==> src/hdl/irf_pkg.sv <==
// shared types, codes and constants of the ir channel filter and normalizer
// no dependencies; imported by every module of the block
package irf_pkg;

  localparam int CHANNELS          = 6;
  localparam int CALIB_MAX_SAMPLES = 64;
  localparam int ADC_BITS          = 12;

  localparam int SAMPLE_W = ADC_BITS;
  localparam int CH_IDX_W = (CHANNELS > 1) ? $clog2(CHANNELS) : 1;
  localparam int CNT_W    = $clog2(CALIB_MAX_SAMPLES + 1);
  localparam int SUM_W    = 18;
  localparam int FILT_W   = 20;
  localparam int SCALE_W  = 16;
  localparam int ALPHA_W  = 16;
  localparam int REF_W    = 12;
  localparam int DIV_N_W  = 24;
  localparam int DIV_D_W  = 12;
  localparam int PROD_W   = 38;
  localparam int CFG_IDX_W  = 3;
  localparam int CFG_DATA_W = 16;

  // item kinds
  localparam logic [1:0] KIND_MEASURE = 2'd0;
  localparam logic [1:0] KIND_CALIB   = 2'd1;
  localparam logic [1:0] KIND_FINISH  = 2'd2;

  // result status codes
  localparam logic [1:0] STATUS_OK     = 2'd0;
  localparam logic [1:0] STATUS_BAD_CH = 2'd1;
  localparam logic [1:0] STATUS_FAILED = 2'd2;

  // configuration register indexes
  localparam logic [CFG_IDX_W-1:0] CFG_ALPHA_FRONT = 3'd0;
  localparam logic [CFG_IDX_W-1:0] CFG_ALPHA_SIDE  = 3'd1;
  localparam logic [CFG_IDX_W-1:0] CFG_ALPHA_DIAG  = 3'd2;
  localparam logic [CFG_IDX_W-1:0] CFG_FILTER_MASK = 3'd3;
  localparam logic [CFG_IDX_W-1:0] CFG_NOMINAL_REF = 3'd4;
  localparam logic [CFG_IDX_W-1:0] CFG_OFFSET      = 3'd5;

  localparam logic [ALPHA_W-1:0] ALPHA_RESET   = 16'd16384;
  localparam logic [REF_W-1:0]   NOMINAL_RESET = 12'd2048;
  localparam logic [SCALE_W-1:0] SCALE_ONE     = 16'd4096;

  // factory reference levels and their q4.12 scales for a nominal of 2048
  localparam logic [REF_W-1:0] FACTORY_REF [CHANNELS] =
    '{12'd2790, 12'd2410, 12'd2430, 12'd2700, 12'd2900, 12'd2780};
  localparam logic [SCALE_W-1:0] FACTORY_SCALE [CHANNELS] =
    '{16'd3007, 16'd3481, 16'd3452, 16'd3107, 16'd2893, 16'd3017};

  typedef struct packed {
    logic [1:0]          kind;
    logic [2:0]          channel;
    logic [SAMPLE_W-1:0] sample;
    logic                sample_ok;
  } irf_in_t;

  typedef struct packed {
    logic [2:0]          channel_out;
    logic [SAMPLE_W-1:0] raw_value;
    logic [FILT_W-1:0]   filtered_value;
    logic [SCALE_W-1:0]  scaled_value;
    logic                value_valid;
    logic [REF_W-1:0]    reference_out;
    logic [1:0]          status;
  } irf_out_t;

  typedef struct packed {
    logic load;
    logic eval;
    logic div_start;
    logic div_sel_scale;
    logic ref_write;
    logic scale_unit;
    logic scale_write;
    logic mul_go;
    logic mul_sel_ema;
    logic filt_write;
    logic out_load;
  } irf_cmd_t;

  typedef struct packed {
    logic bad;
    logic need_ema;
    logic need_div;
    logic div_done;
    logic ref_small;
  } irf_stat_t;

  typedef enum logic [3:0] {
    ST_IDLE,
    ST_EVAL,
    ST_EMA_MUL,
    ST_EMA_WR,
    ST_DIV_REF,
    ST_REF_CHK,
    ST_DIV_SCALE,
    ST_SCALE_MUL,
    ST_DONE
  } irf_state_e;

endpackage

==> src/hdl/irf_div.sv <==
// serial restoring divider, one quotient bit per cycle
// depends on irf_pkg for operand widths
module irf_div (
  input  logic                        clk_i,
  input  logic                        rst_ni,
  input  logic                        start_i,
  input  logic [irf_pkg::DIV_N_W-1:0] dividend_i,
  input  logic [irf_pkg::DIV_D_W-1:0] divisor_i,
  output logic                        done_o,
  output logic [irf_pkg::DIV_N_W-1:0] quotient_o
);
  import irf_pkg::*;

  localparam int CNT_DW = $clog2(DIV_N_W);
  localparam logic [CNT_DW-1:0] LAST = CNT_DW'(DIV_N_W - 1);

  logic                busy_q, done_q;
  logic [CNT_DW-1:0]   cnt_q;
  logic [DIV_D_W-1:0]  rem_q, dvs_q;
  logic [DIV_N_W-1:0]  quo_q;
  logic [DIV_D_W:0]    shifted;
  logic                fits;

  assign shifted = {rem_q, quo_q[DIV_N_W-1]};
  assign fits    = shifted >= {1'b0, dvs_q};

  always_ff @(posedge clk_i or negedge rst_ni) begin
    if (!rst_ni) begin
      busy_q <= 1'b0;
      done_q <= 1'b0;
      cnt_q  <= '0;
    end else begin
      done_q <= 1'b0;
      if (start_i) begin
        busy_q <= 1'b1;
        cnt_q  <= '0;
      end else if (busy_q) begin
        cnt_q <= cnt_q + 1'b1;
        if (cnt_q == LAST) begin
          busy_q <= 1'b0;
          done_q <= 1'b1;
        end
      end
    end
  end

  always_ff @(posedge clk_i) begin
    if (start_i) begin
      rem_q <= '0;
      dvs_q <= divisor_i;
      quo_q <= dividend_i;
    end else if (busy_q) begin
      if (fits) begin
        rem_q <= DIV_D_W'(shifted - {1'b0, dvs_q});
      end else begin
        rem_q <= shifted[DIV_D_W-1:0];
      end
      quo_q <= {quo_q[DIV_N_W-2:0], fits};
    end
  end

  assign done_o     = done_q;
  assign quotient_o = quo_q;

  a_no_restart: assert property (@(posedge clk_i) disable iff (!rst_ni)
    start_i |-> !busy_q)
    else $error("divider started while busy");

  a_done_idle: assert property (@(posedge clk_i) disable iff (!rst_ni)
    done_q |-> !busy_q)
    else $error("divider done while still iterating");

  a_cnt_bound: assert property (@(posedge clk_i) disable iff (!rst_ni)
    busy_q |-> cnt_q <= LAST)
    else $error("divider step count past the last quotient bit");

endmodule

==> src/hdl/irf_datapath.sv <==
// channel state, configuration registers, shared multiplier and result register
// depends on irf_pkg and instantiates irf_div
module irf_datapath (
  input  logic                           clk_i,
  input  logic                           rst_ni,
  input  irf_pkg::irf_in_t               in_data_i,
  input  logic                           cfg_we_i,
  input  logic [irf_pkg::CFG_IDX_W-1:0]  cfg_index_i,
  input  logic [irf_pkg::CFG_DATA_W-1:0] cfg_data_i,
  input  irf_pkg::irf_cmd_t              cmd_i,
  output irf_pkg::irf_stat_t             stat_o,
  output irf_pkg::irf_out_t              out_data_o
);
  import irf_pkg::*;

  // configuration
  logic [ALPHA_W-1:0]  alpha_front_q, alpha_side_q, alpha_diag_q;
  logic [CHANNELS-1:0] mask_q;
  logic [REF_W-1:0]    nominal_q;
  logic [SAMPLE_W-1:0] offset_q;

  // per channel state
  logic [FILT_W-1:0]  filt_q  [CHANNELS];
  logic               vld_q   [CHANNELS];
  logic [REF_W-1:0]   ref_q   [CHANNELS];
  logic [SCALE_W-1:0] scale_q [CHANNELS];
  logic [SUM_W-1:0]   csum_q  [CHANNELS];
  logic [CNT_W-1:0]   ccnt_q  [CHANNELS];

  irf_in_t                   item_q;
  logic [SAMPLE_W-1:0]       raw_q;
  logic [1:0]                status_q;
  logic signed [PROD_W-1:0]  prod_q;
  irf_out_t                  out_q;

  logic                      bad, meas_ok, calib_ok, fin;
  logic [CH_IDX_W-1:0]       ch;
  logic [SAMPLE_W-1:0]       raw_calc;
  logic [ALPHA_W-1:0]        alpha;
  logic signed [FILT_W:0]    mul_a;
  logic signed [ALPHA_W:0]   mul_b;
  logic signed [PROD_W-1:0]  ema_sum, ema_step;
  logic [PROD_W-1:0]         scl_sum;
  logic [SCALE_W-1:0]        scaled_sat;
  logic [DIV_N_W-1:0]        div_dividend, div_quo;
  logic [DIV_D_W-1:0]        div_divisor;
  logic                      div_done;

  assign bad      = 32'(item_q.channel) >= CHANNELS;
  assign ch       = bad ? '0 : item_q.channel[CH_IDX_W-1:0];
  assign raw_calc = (item_q.sample > offset_q) ? item_q.sample - offset_q : '0;
  assign meas_ok  = !bad && item_q.sample_ok && (item_q.kind == KIND_MEASURE);
  assign calib_ok = !bad && item_q.sample_ok && (item_q.kind == KIND_CALIB);
  assign fin      = !bad && (item_q.kind == KIND_FINISH);

  always_comb begin
    if (32'(ch) <= 1) begin
      alpha = alpha_front_q;
    end else if (32'(ch) == 2 || 32'(ch) == 5) begin
      alpha = alpha_side_q;
    end else begin
      alpha = alpha_diag_q;
    end
  end

  assign stat_o.bad       = bad;
  assign stat_o.need_ema  = meas_ok && vld_q[ch] && mask_q[ch];
  assign stat_o.need_div  = fin && (ccnt_q[ch] != '0);
  assign stat_o.div_done  = div_done;
  assign stat_o.ref_small = ref_q[ch] <= REF_W'(1);

  // blend as f + (r - f) * alpha, which equals the weighted sum exactly
  assign mul_a = cmd_i.mul_sel_ema
               ? $signed({1'b0, raw_q, 8'b0}) - $signed({1'b0, filt_q[ch]})
               : $signed({1'b0, filt_q[ch]});
  assign mul_b = cmd_i.mul_sel_ema ? $signed({1'b0, alpha}) : $signed({1'b0, scale_q[ch]});

  assign ema_sum  = prod_q + PROD_W'(32768);
  assign ema_step = ema_sum >>> 16;
  assign scl_sum  = prod_q + PROD_W'(32768);
  assign scaled_sat = (|scl_sum[PROD_W-1:32]) ? '1 : scl_sum[31:16];

  assign div_dividend = cmd_i.div_sel_scale
                      ? {nominal_q, 12'b0} + DIV_N_W'(ref_q[ch] >> 1)
                      : DIV_N_W'(csum_q[ch]) + DIV_N_W'(ccnt_q[ch] >> 1);
  assign div_divisor  = cmd_i.div_sel_scale ? ref_q[ch] : DIV_D_W'(ccnt_q[ch]);

  irf_div u_div (
    .clk_i      (clk_i),
    .rst_ni     (rst_ni),
    .start_i    (cmd_i.div_start),
    .dividend_i (div_dividend),
    .divisor_i  (div_divisor),
    .done_o     (div_done),
    .quotient_o (div_quo)
  );

  always_ff @(posedge clk_i or negedge rst_ni) begin
    if (!rst_ni) begin
      alpha_front_q <= ALPHA_RESET;
      alpha_side_q  <= ALPHA_RESET;
      alpha_diag_q  <= ALPHA_RESET;
      mask_q        <= '0;
      nominal_q     <= NOMINAL_RESET;
      offset_q      <= '0;
    end else if (cfg_we_i) begin
      case (cfg_index_i)
        CFG_ALPHA_FRONT: alpha_front_q <= cfg_data_i[ALPHA_W-1:0];
        CFG_ALPHA_SIDE:  alpha_side_q  <= cfg_data_i[ALPHA_W-1:0];
        CFG_ALPHA_DIAG:  alpha_diag_q  <= cfg_data_i[ALPHA_W-1:0];
        CFG_FILTER_MASK: mask_q        <= cfg_data_i[CHANNELS-1:0];
        CFG_NOMINAL_REF: nominal_q     <= cfg_data_i[REF_W-1:0];
        CFG_OFFSET:      offset_q      <= cfg_data_i[SAMPLE_W-1:0];
        default: ;
      endcase
    end
  end

  always_ff @(posedge clk_i or negedge rst_ni) begin
    if (!rst_ni) begin
      for (int c = 0; c < CHANNELS; c++) begin
        filt_q[c]  <= '0;
        vld_q[c]   <= 1'b0;
        ref_q[c]   <= FACTORY_REF[c];
        scale_q[c] <= FACTORY_SCALE[c];
        csum_q[c]  <= '0;
        ccnt_q[c]  <= '0;
      end
    end else begin
      if (cmd_i.eval) begin
        if (meas_ok && !(vld_q[ch] && mask_q[ch])) begin
          filt_q[ch] <= {raw_calc, 8'b0};
          vld_q[ch]  <= 1'b1;
        end
        if (calib_ok && 32'(ccnt_q[ch]) < CALIB_MAX_SAMPLES) begin
          csum_q[ch] <= csum_q[ch] + SUM_W'(raw_calc);
          ccnt_q[ch] <= ccnt_q[ch] + 1'b1;
        end
        if (fin) begin
          csum_q[ch] <= '0;
          ccnt_q[ch] <= '0;
          if (ccnt_q[ch] == '0) begin
            ref_q[ch]   <= '0;
            scale_q[ch] <= SCALE_ONE;
          end
        end
      end
      if (cmd_i.filt_write) begin
        filt_q[ch] <= filt_q[ch] + ema_step[FILT_W-1:0];
      end
      if (cmd_i.ref_write) begin
        ref_q[ch] <= div_quo[REF_W-1:0];
      end
      if (cmd_i.scale_unit) begin
        scale_q[ch] <= SCALE_ONE;
      end
      if (cmd_i.scale_write) begin
        scale_q[ch] <= (|div_quo[DIV_N_W-1:SCALE_W]) ? '1 : div_quo[SCALE_W-1:0];
      end
    end
  end

  always_ff @(posedge clk_i) begin
    if (cmd_i.load) begin
      item_q <= in_data_i;
    end
    if (cmd_i.eval) begin
      raw_q <= (meas_ok || calib_ok) ? raw_calc : '0;
      if (bad) begin
        status_q <= STATUS_BAD_CH;
      end else if (!item_q.sample_ok &&
                   (item_q.kind == KIND_MEASURE || item_q.kind == KIND_CALIB)) begin
        status_q <= STATUS_FAILED;
      end else begin
        status_q <= STATUS_OK;
      end
    end
    if (cmd_i.mul_go) begin
      prod_q <= PROD_W'(mul_a) * PROD_W'(mul_b);
    end
    if (cmd_i.out_load) begin
      out_q.channel_out    <= item_q.channel;
      out_q.raw_value      <= raw_q;
      out_q.filtered_value <= bad ? '0 : filt_q[ch];
      out_q.scaled_value   <= (bad || !vld_q[ch]) ? '0 : scaled_sat;
      out_q.value_valid    <= !bad && vld_q[ch];
      out_q.reference_out  <= bad ? '0 : ref_q[ch];
      out_q.status         <= status_q;
    end
  end

  assign out_data_o = out_q;

endmodule

==> src/hdl/irf_ctrl.sv <==
// sequencing state machine and output beat handshake
// depends on irf_pkg for the state, command and status types
module irf_ctrl (
  input  logic               clk_i,
  input  logic               rst_ni,
  input  logic               in_valid_i,
  output logic               in_ready_o,
  output logic               out_valid_o,
  input  logic               out_ready_i,
  input  irf_pkg::irf_stat_t stat_i,
  output irf_pkg::irf_cmd_t  cmd_o
);
  import irf_pkg::*;

  irf_state_e state_q, state_d;
  logic       out_valid_q, out_valid_d;
  logic       out_free;

  assign out_free = !out_valid_q || out_ready_i;

  always_comb begin
    state_d = state_q;
    case (state_q)
      ST_IDLE: begin
        if (in_valid_i) state_d = ST_EVAL;
      end
      ST_EVAL: begin
        if (stat_i.bad) begin
          state_d = ST_DONE;
        end else if (stat_i.need_ema) begin
          state_d = ST_EMA_MUL;
        end else if (stat_i.need_div) begin
          state_d = ST_DIV_REF;
        end else begin
          state_d = ST_SCALE_MUL;
        end
      end
      ST_EMA_MUL:   state_d = ST_EMA_WR;
      ST_EMA_WR:    state_d = ST_SCALE_MUL;
      ST_DIV_REF: begin
        if (stat_i.div_done) state_d = ST_REF_CHK;
      end
      ST_REF_CHK: begin
        state_d = stat_i.ref_small ? ST_SCALE_MUL : ST_DIV_SCALE;
      end
      ST_DIV_SCALE: begin
        if (stat_i.div_done) state_d = ST_SCALE_MUL;
      end
      ST_SCALE_MUL: state_d = ST_DONE;
      ST_DONE: begin
        if (out_free) state_d = ST_IDLE;
      end
      default:      state_d = ST_IDLE;
    endcase
  end

  always_comb begin
    cmd_o       = '0;
    in_ready_o  = 1'b0;
    out_valid_d = out_valid_q && !out_ready_i;
    case (state_q)
      ST_IDLE: begin
        in_ready_o = 1'b1;
        cmd_o.load = in_valid_i;
      end
      ST_EVAL: begin
        cmd_o.eval      = 1'b1;
        cmd_o.div_start = !stat_i.bad && !stat_i.need_ema && stat_i.need_div;
      end
      ST_EMA_MUL: begin
        cmd_o.mul_go      = 1'b1;
        cmd_o.mul_sel_ema = 1'b1;
      end
      ST_EMA_WR: begin
        cmd_o.mul_sel_ema = 1'b1;
        cmd_o.filt_write  = 1'b1;
      end
      ST_DIV_REF: begin
        cmd_o.ref_write = stat_i.div_done;
      end
      ST_REF_CHK: begin
        cmd_o.div_sel_scale = 1'b1;
        cmd_o.scale_unit    = stat_i.ref_small;
        cmd_o.div_start     = !stat_i.ref_small;
      end
      ST_DIV_SCALE: begin
        cmd_o.div_sel_scale = 1'b1;
        cmd_o.scale_write   = stat_i.div_done;
      end
      ST_SCALE_MUL: begin
        cmd_o.mul_go = 1'b1;
      end
      ST_DONE: begin
        if (out_free) begin
          cmd_o.out_load = 1'b1;
          out_valid_d    = 1'b1;
        end
      end
      default: ;
    endcase
  end

  always_ff @(posedge clk_i or negedge rst_ni) begin
    if (!rst_ni) begin
      state_q     <= ST_IDLE;
      out_valid_q <= 1'b0;
    end else begin
      state_q     <= state_d;
      out_valid_q <= out_valid_d;
    end
  end

  assign out_valid_o = out_valid_q;

  a_accept_eval: assert property (@(posedge clk_i) disable iff (!rst_ni)
    (in_valid_i && in_ready_o) |=> state_q == ST_EVAL)
    else $error("accepted beat not evaluated next cycle");

  a_no_overwrite: assert property (@(posedge clk_i) disable iff (!rst_ni)
    cmd_o.out_load |-> (!out_valid_q || out_ready_i))
    else $error("result register overwritten before it was taken");

  a_div_fresh: assert property (@(posedge clk_i) disable iff (!rst_ni)
    cmd_o.div_start |=> !stat_i.div_done)
    else $error("stale divider done after a new start");

endmodule

==> src/hdl/ir_channel_filter_normalizer.sv <==
// top level of the ir channel filter and normalizer
// depends on irf_pkg; instantiates irf_ctrl and irf_datapath
//
// Six ir channels each keep a filter value (q12.8), a valid flag, a reference
// level, a q4.12 scale and a calibration sum and count. One result beat comes
// out for every input beat. A measure beat subtracts the dark offset (clamped
// at zero); the first good sample of a channel loads its filter, later ones
// replace it or blend in by an ema when the channel's mask bit is set. The
// scaled value is filter * scale, rounded to q12.4 and saturated. Calibration
// beats accumulate up to 64 good samples; a finish beat sets the reference to
// the rounded average and the scale to nominal / reference, unity for 0 or 1.
// Sequencing: the block works on one beat at a time. After the accept, a
// measure without blending, a failed read, a calibration sample, an unused
// kind or a finish with no samples passes the eval and scale multiply steps
// before the result register is loaded; a bad channel goes from eval straight
// to the result. A blended measure first takes the blend multiply and filter
// write on the registered multiplier that serves the blend and then the
// scaling. A finish beat with samples runs the serial divider (24 quotient
// bits, one per cycle) once for the average and once for the new scale; the
// second division is skipped for a new reference of 0 or 1. A new result is
// loaded only once the one before it is taken; the next beat is accepted
// while a finished result still waits in the output register. Configuration
// must be written through cfg_we_i / cfg_index_i / cfg_data_i while the block
// is idle, not enforced by it; nominal_reference takes effect on the next finish.
module ir_channel_filter_normalizer (
  input  logic                           clk_i,
  input  logic                           rst_ni,
  // input beats
  input  logic                           in_valid_i,
  output logic                           in_ready_o,
  input  irf_pkg::irf_in_t               in_data_i,
  // result beats
  output logic                           out_valid_o,
  input  logic                           out_ready_i,
  output irf_pkg::irf_out_t              out_data_o,
  // configuration writes
  input  logic                           cfg_we_i,
  input  logic [irf_pkg::CFG_IDX_W-1:0]  cfg_index_i,
  input  logic [irf_pkg::CFG_DATA_W-1:0] cfg_data_i
);
  import irf_pkg::*;

  irf_cmd_t  cmd;
  irf_stat_t stat;

  // sequencer: walks each beat through eval, multiply and divide steps
  irf_ctrl u_ctrl (
    .clk_i       (clk_i),
    .rst_ni      (rst_ni),
    .in_valid_i  (in_valid_i),
    .in_ready_o  (in_ready_o),
    .out_valid_o (out_valid_o),
    .out_ready_i (out_ready_i),
    .stat_i      (stat),
    .cmd_o       (cmd)
  );

  // channel state, config, shared multiplier, divider and result register
  irf_datapath u_datapath (
    .clk_i       (clk_i),
    .rst_ni      (rst_ni),
    .in_data_i   (in_data_i),
    .cfg_we_i    (cfg_we_i),
    .cfg_index_i (cfg_index_i),
    .cfg_data_i  (cfg_data_i),
    .cmd_i       (cmd),
    .stat_o      (stat),
    .out_data_o  (out_data_o)
  );

endmodule

==> config.mk <==
export PLATFORM = sky130hd
export DESIGN_NAME = ir_channel_filter_normalizer
export DESIGN_NICKNAME = d
export VERILOG_FILES = /design/src/hdl/irf_pkg.sv /design/src/hdl/irf_div.sv /design/src/hdl/irf_datapath.sv /design/src/hdl/irf_ctrl.sv /design/src/hdl/ir_channel_filter_normalizer.sv
export SDC_FILE = /design/constraint.sdc
export NUM_CORES = 2
export LEC_CHECK = 0
export BUFFER_PORTS_ARGS = -buffer_cell sky130_fd_sc_hd__buf_4
export CORE_UTILIZATION = 55
export DETAILED_ROUTE_END_ITERATION = 8
export GPL_ROUTABILITY_DRIVEN = 0
export PLACE_DENSITY = 0.75
export SLEW_MARGIN = 25
export SYNTH_ARGS = -nofsm -noshare
export SYNTH_HDL_FRONTEND = slang
export SYNTH_SLANG_ARGS = --single-unit
==> constraint.sdc <==
create_clock -name clk_i -period 22.7 [get_ports clk_i]
set_input_delay 4.54 -clock clk_i [delete_from_list [all_inputs] [get_ports clk_i]]
set_output_delay 4.54 -clock clk_i [all_outputs]
set_load 0.03 [all_outputs]
# After elaboration in Yosys (flattened, before gate mapping)
# Index checks and enable logic that the tools add are counted.
# Widths: inputs -> output; s select.
[word_totals]
latchBits = 0
wordCells = 270
ram_bits = 0
romBits = 0
in_bits = 42
memories = 0
ff_bits = 718
[op_classes]
n_addsub = 10
n_eq_ne = 22
mul = 1
shifts = 0
n_div = 0
muxes = 102
reduce_logical = 48
order_cmp = 9
n_bitwise = 13
[op_table]
columns = ["op", "n"]
rows = [
  ["$mux 96", 5],
  ["$mux 120", 3],
  ["$mux 108", 3],
  ["$mux 72", 4],
  ["$bwmux 120", 2],
  ["$and 90x90->90", 2],
  ["$mux 16", 8],
  ["$mux 42", 3],
  ["$and 108x108->108", 1],
  ["$bwmux 108", 1],
  ["$not 108->108", 1],
  ["$bwmux 96", 1],
  ["$not 90->90", 1],
  ["$and 72x72->72", 1],
  ["$bwmux 72", 1],
  ["$mux 24", 3],
  ["$not 72->72", 1],
  ["$bmux 20 s3", 1],
  ["$demux 20 s3", 1],
  ["$mux 12", 5],
  ["$mux 20", 3],
  ["$bmux 18 s3", 1],
  ["$demux 18 s3", 1],
  ["$mux 18", 3],
  ["other kinds (67)", 149],
]

# Depth between registers and ports, before layout
[logic_depth]
ltp_word = 16
mapped_depth = 44

# Modules after synthesis
# Synthesis repeated with hierarchy kept, for this count alone.
[unflattened]
hier_cells = 4850
hier_area_um2 = 48460.2
[by_module_without_submodules]
columns = ["module", "seq_area_each_um2", "area_per_inst_um2", "cells_per_inst", "n_inst"]
rows = [
  ["irf_datapath", 16804.9, 45098.3, 4552, 1],
  ["irf_div", 1496.4, 2894.0, 244, 1],
  ["irf_ctrl", 125.1, 467.9, 54, 1],
]

# Worst setup path after synthesis
# OpenSTA, ideal clock, no wires.
[synth_timing]
path_type = "flip-flop to flip-flop"
start = "register u_datapath.item_q[14] (netlist bit)"
end = "register u_datapath.prod_q[33], data pin"
arrival_ps = 9995
stages_incl_launch_ff = 39
required_time_ps = 22442
slack_ps = 12447
setup_time_ps = 258
path_cell_list = "edfxtp_1 ha_1 nor2b_1 clkbuf_1 buf_2 buf_2 buf_1 mux4_2 a21oi_1 ha_1 nor4b_1 a31oi_1 o31ai_2 xnor2_1 nor2_1 a21oi_1 clkbuf_1 nand2_1 [... 3 more ...] inv_1 fa_1 inv_1 fa_1 inv_1 fa_1 inv_1 fa_1 ha_1 a21o_1 a21o_1 a21o_1 a31o_2 o21ai_0 o21ai_0 a211o_1 a21oi_1 xnor2_1"
[synth_between]
elab_chain_cells = 9
elab_cells_between_ends = 19
cone_classes = "1 x add/sub; 1 x mul; 2 x order compare; 2 x eq/ne; 11 x mux; 1 x bitwise; 1 x reduce/logical"
[synth_lines]
columns = ["element", "line_no", "source"]
rows = [
  ["start, declared", "irf_datapath.sv:30", "irf_in_t item_q;"],
  ["start signal, assigned", "irf_datapath.sv:165", "item_q <= in_data_i;"],
  ["$ge 3x3->1 (*)", "irf_datapath.sv:49", "assign bad = 32'(item_q.channel) >= CHANNELS;"],
  ["named net u_datapath.bad", "irf_datapath.sv:36", "logic bad, meas_ok, calib_ok, fin;"],
  ["$mux 3 (*)", "irf_datapath.sv:50", "assign ch = bad ? '0 : item_q.channel[CH_IDX_W-1:0];"],
  ["$not 3->4 (implied by the code)", "irf_datapath.sv:74, irf_datapath.sv:75, irf_datapath.sv:76", ""],
  ["$bmux 20 s3", "irf_datapath.sv:74, irf_datapath.sv:75", ""],
  ["$mux 20 (implied by the code) (2 in a row)", "irf_datapath.sv:74, irf_datapath.sv:75", ""],
  ["$sub 20x20->21", "irf_datapath.sv:74", "? $signed({1'b0, raw_q, 8'b0}) - $signed({1'b0, filt_q[ch]})"],
  ["$mux 21", "irf_datapath.sv:74", ""],
  ["$mul 21x17->38 (*)", "irf_datapath.sv:179", "prod_q <= PROD_W'(mul_a) * PROD_W'(mul_b);"],
  ["end signal, assigned", "irf_datapath.sv:179", ""],
  ["end, declared", "irf_datapath.sv:33", "logic signed [PROD_W-1:0] prod_q;"],
]
# The timed path passes the listed nets; every way through them passes the cells marked *. The select of a mux whose other input is x is not followed.
# A chain may end at the register's enable or synchronous reset.

# Worst setup path after layout
# Same ends and word-level chain as after synthesis.

==> out/metrics.cfg <==
[power_and_ir_drop]
seqPwrFrac = 0.233
ir_drop_uv = 153
intPower_uw = 4040
p_switching_uw = 3670
p_leak_uw = 0.0242
clockPowerShare = 0.161
p_sw_frac = 0.476
powerDensity_nw_per_um2 = 149
combPwrFrac = 0.606

[final_layout]
areaGrowthSynthToFinish_pct = 9.72
multi_input_area_um2 = 26100
fillers = 6894
final_nets = 5193
stdcell_count = 5853
fin_area_um2 = 51900
drive_gt1_frac = 0.137
final_cell_mix = 596 x nand2_1, 505 x inv_1, 447 x dfrtp_1
seq_area_um2 = 18400
final_common_cell = nand2_1

[setup_path]
cp_top_family = adder cells
worst_setup_path_end_kind = register
startpoint = u_datapath.item_q[14]$_DFFE_PP_
cp.arrival_ps = 11630
start_kind = register
crit_required_ps = 23080
cp_num_buf_inv = 4
cp_max_fo = 32
crit_type = reg -> reg
slowest_stage = xnor2_2
cp_slowest_stage_delay_ps = 630
crit_top_cell = fa_1
crit-reg2reg-launch = u_datapath.item_q[14]$_DFFE_PP_

[sta]
fin_skew_ps = 53.1
finalHoldViolCount = 0
fmaxAchievable_ghz = 0.0888
slew_headroom = 0.181
finalSetupViolCount = 0
finalMaxSlewViolations = 0
rsz0062_at_grt = false
finalSetupTns_ps = 0
finalCritPeriodShare = 0.496
period_minus_slack_ps = 11260
tightest_slew_ps = 1220

[clocking]
clockRootBuffer = clkbuf_16
cts_sinks = 703
ctsHtreeMaxLevel = 3
cts_buffer_depth = 3
clk_pin_slew_ps = 60
clk_latency_ps = 660
cts_made_buffers = 75
postCtsHoldBufs = 0
cts_setup_buffers = 0
cts_tree = yes
cts_resized = 0

[run]
cap_violations = 0

[routing]
first_pass_iters = 6
routed_wl_mm = 137
drcViolationCount = 0
wl_per_cell_um = 23.5
vias = 36500
drt_iter0_drc = 4000
via_per_inst = 6.23
ant_nets = 0

[global_route]
grt_pass1_wl_mm = 213
gr-usage-all-layers = 0.320
grt_pass1_vias = 37000
grt_overflow = 0
grt_max_degree = 177
antenna_found_initial = 0

[die]
die-width_um = 295
core-area_um2 = 85100
ios = 110
die_y_um = 295
num_rows = 107
start_util = 0.555
dieArea_um2 = 87200

[worst_hold_path]
hp-start = u_datapath.status_q[1]$_SDFFCE_PP0P_
min_path_type = reg -> reg

[place]
dp_hpwl_mm = 96.3
placed_cell_area_um2 = 49300
port_buffers = 109
dp_cells = 5709

[run_status]
outcome = complete, no violations

[logic_synthesis]
ys_ff_latch = 703
yosys_warnings = 0
synth_edf_count = 157
synth_area_um2 = 47300
async_flop_share = 0.760
ys.flop_type = dfrtp_1
ys_seq_area_frac = 0.390
syn_inst = 4608
yosysUniqueCellTypes = 85
syn-num-nets = 5156
avgSynthCellArea_um2 = 10.3

-- power groups by stage --
stage	clock, µW	sequential (µW)	combinational, µW
3_5_place_dp	0	1800	4590
2_1_floorplan	0	1740	3280
4_1_cts	1250	1780	4630
6_report	1250	1790	4670
5_1_grt	1300	1810	5170
3_3_place_gp	0	1790	4430
-- logic make-up (layout without fill, tap and decap cells) --
group	count (synthesis)	count (layout)	synth area share
and+or+nand+nor	1252	1252	0.115
buffers and inverters	734	833	0.0615
adders and majority gates	509	509	0.188
xor gates and xnor gates	146	146	0.0274
muxes	315	315	0.0871
other	0	2	0
DFF	703	703	0.390
AOI/OAI and AO/OA	949	949	0.132
-- worst paths after layout --
| kind | to | slack (ps) | cells past startpoint |
|---|---|---|---|
| min in group asynchronous | asynchronous set/reset pin | 3730 | 1 |
| min | u_datapath.out_data_o[1]$_DFFE_PP_ | 420 | 0 |
| max | u_datapath.prod_q[33]$_DFFE_PP_ | 11440 | 32 |
| min reg2reg | u_datapath.out_data_o[1]$_DFFE_PP_ | 420 | 0 |
| max in group asynchronous | u_datapath.scale_q[23]$_DFF_PN0_ | 17280 | 3 |
| max reg2reg | u_datapath.prod_q[33]$_DFFE_PP_ | 11440 | 32 |
-- synthesized netlist by cell type (24+ instances only) --
master	instances	share of area
nor2_1	306	0.024
edfxtp_1	157	0.10
ha_1	168	0.044
o21ai_0	298	0.032
mux4_2	65	0.031
mux2_2	117	0.028
dfrtp_1	447	0.24
nand4_1	24	0.0032
a21oi_1	196	0.021
inv_1	505	0.040
xor2_1	51	0.0094
nand2_1	604	0.048
nor3_1	53	0.0056
o21a_1	24	0.0038
clkbuf_1	152	0.012
dfstp_2	87	0.048
xnor2_1	93	0.017
a22o_1	167	0.031
a22oi_1	33	0.0052
mux2i_1	131	0.028
buf_2	31	0.0033
a21o_1	44	0.0070
and2_1	46	0.0061
fa_1	338	0.14
nand3_1	95	0.010
-- per-layer routing --
metal | share of wire | wire, µm | track usage
met5 | 0 | 0 | 0
met4 | 0.051 | 6950 | 0.162
met3 | 0.10 | 14200 | 0.0736
met2 | 0.45 | 62100 | 0.489
met1 | 0.39 | 54100 | 0.431
-- stage by stage --
step | total power, µW | setup slack, ps | util | hold WS [ps]
global route | 8280 | 10780 | 0.609 | 432
finish | 7710 | 11440 | 0.609 | 418
detailed placement | 6390 | 11460 | 0.579 | 405
global placement | 6230 | 11750 | 0.579 | 401
CTS | 7660 | 11400 | 0.608 | 419
floorplan | 5020 | 12450 | - | 400
-- layout make-up --
type	instances	area share
antenna	2	0.0000965
clock buffer	115	0.0426
timing repair buffer	188	0.0286
multi-input combinational	3171	0.504
tap	1144	0.0276
inverter	506	0.0366
clock inverter	24	0.00555
sequential	703	0.355
Note: power is estimated with default switching activity, not from simulation.
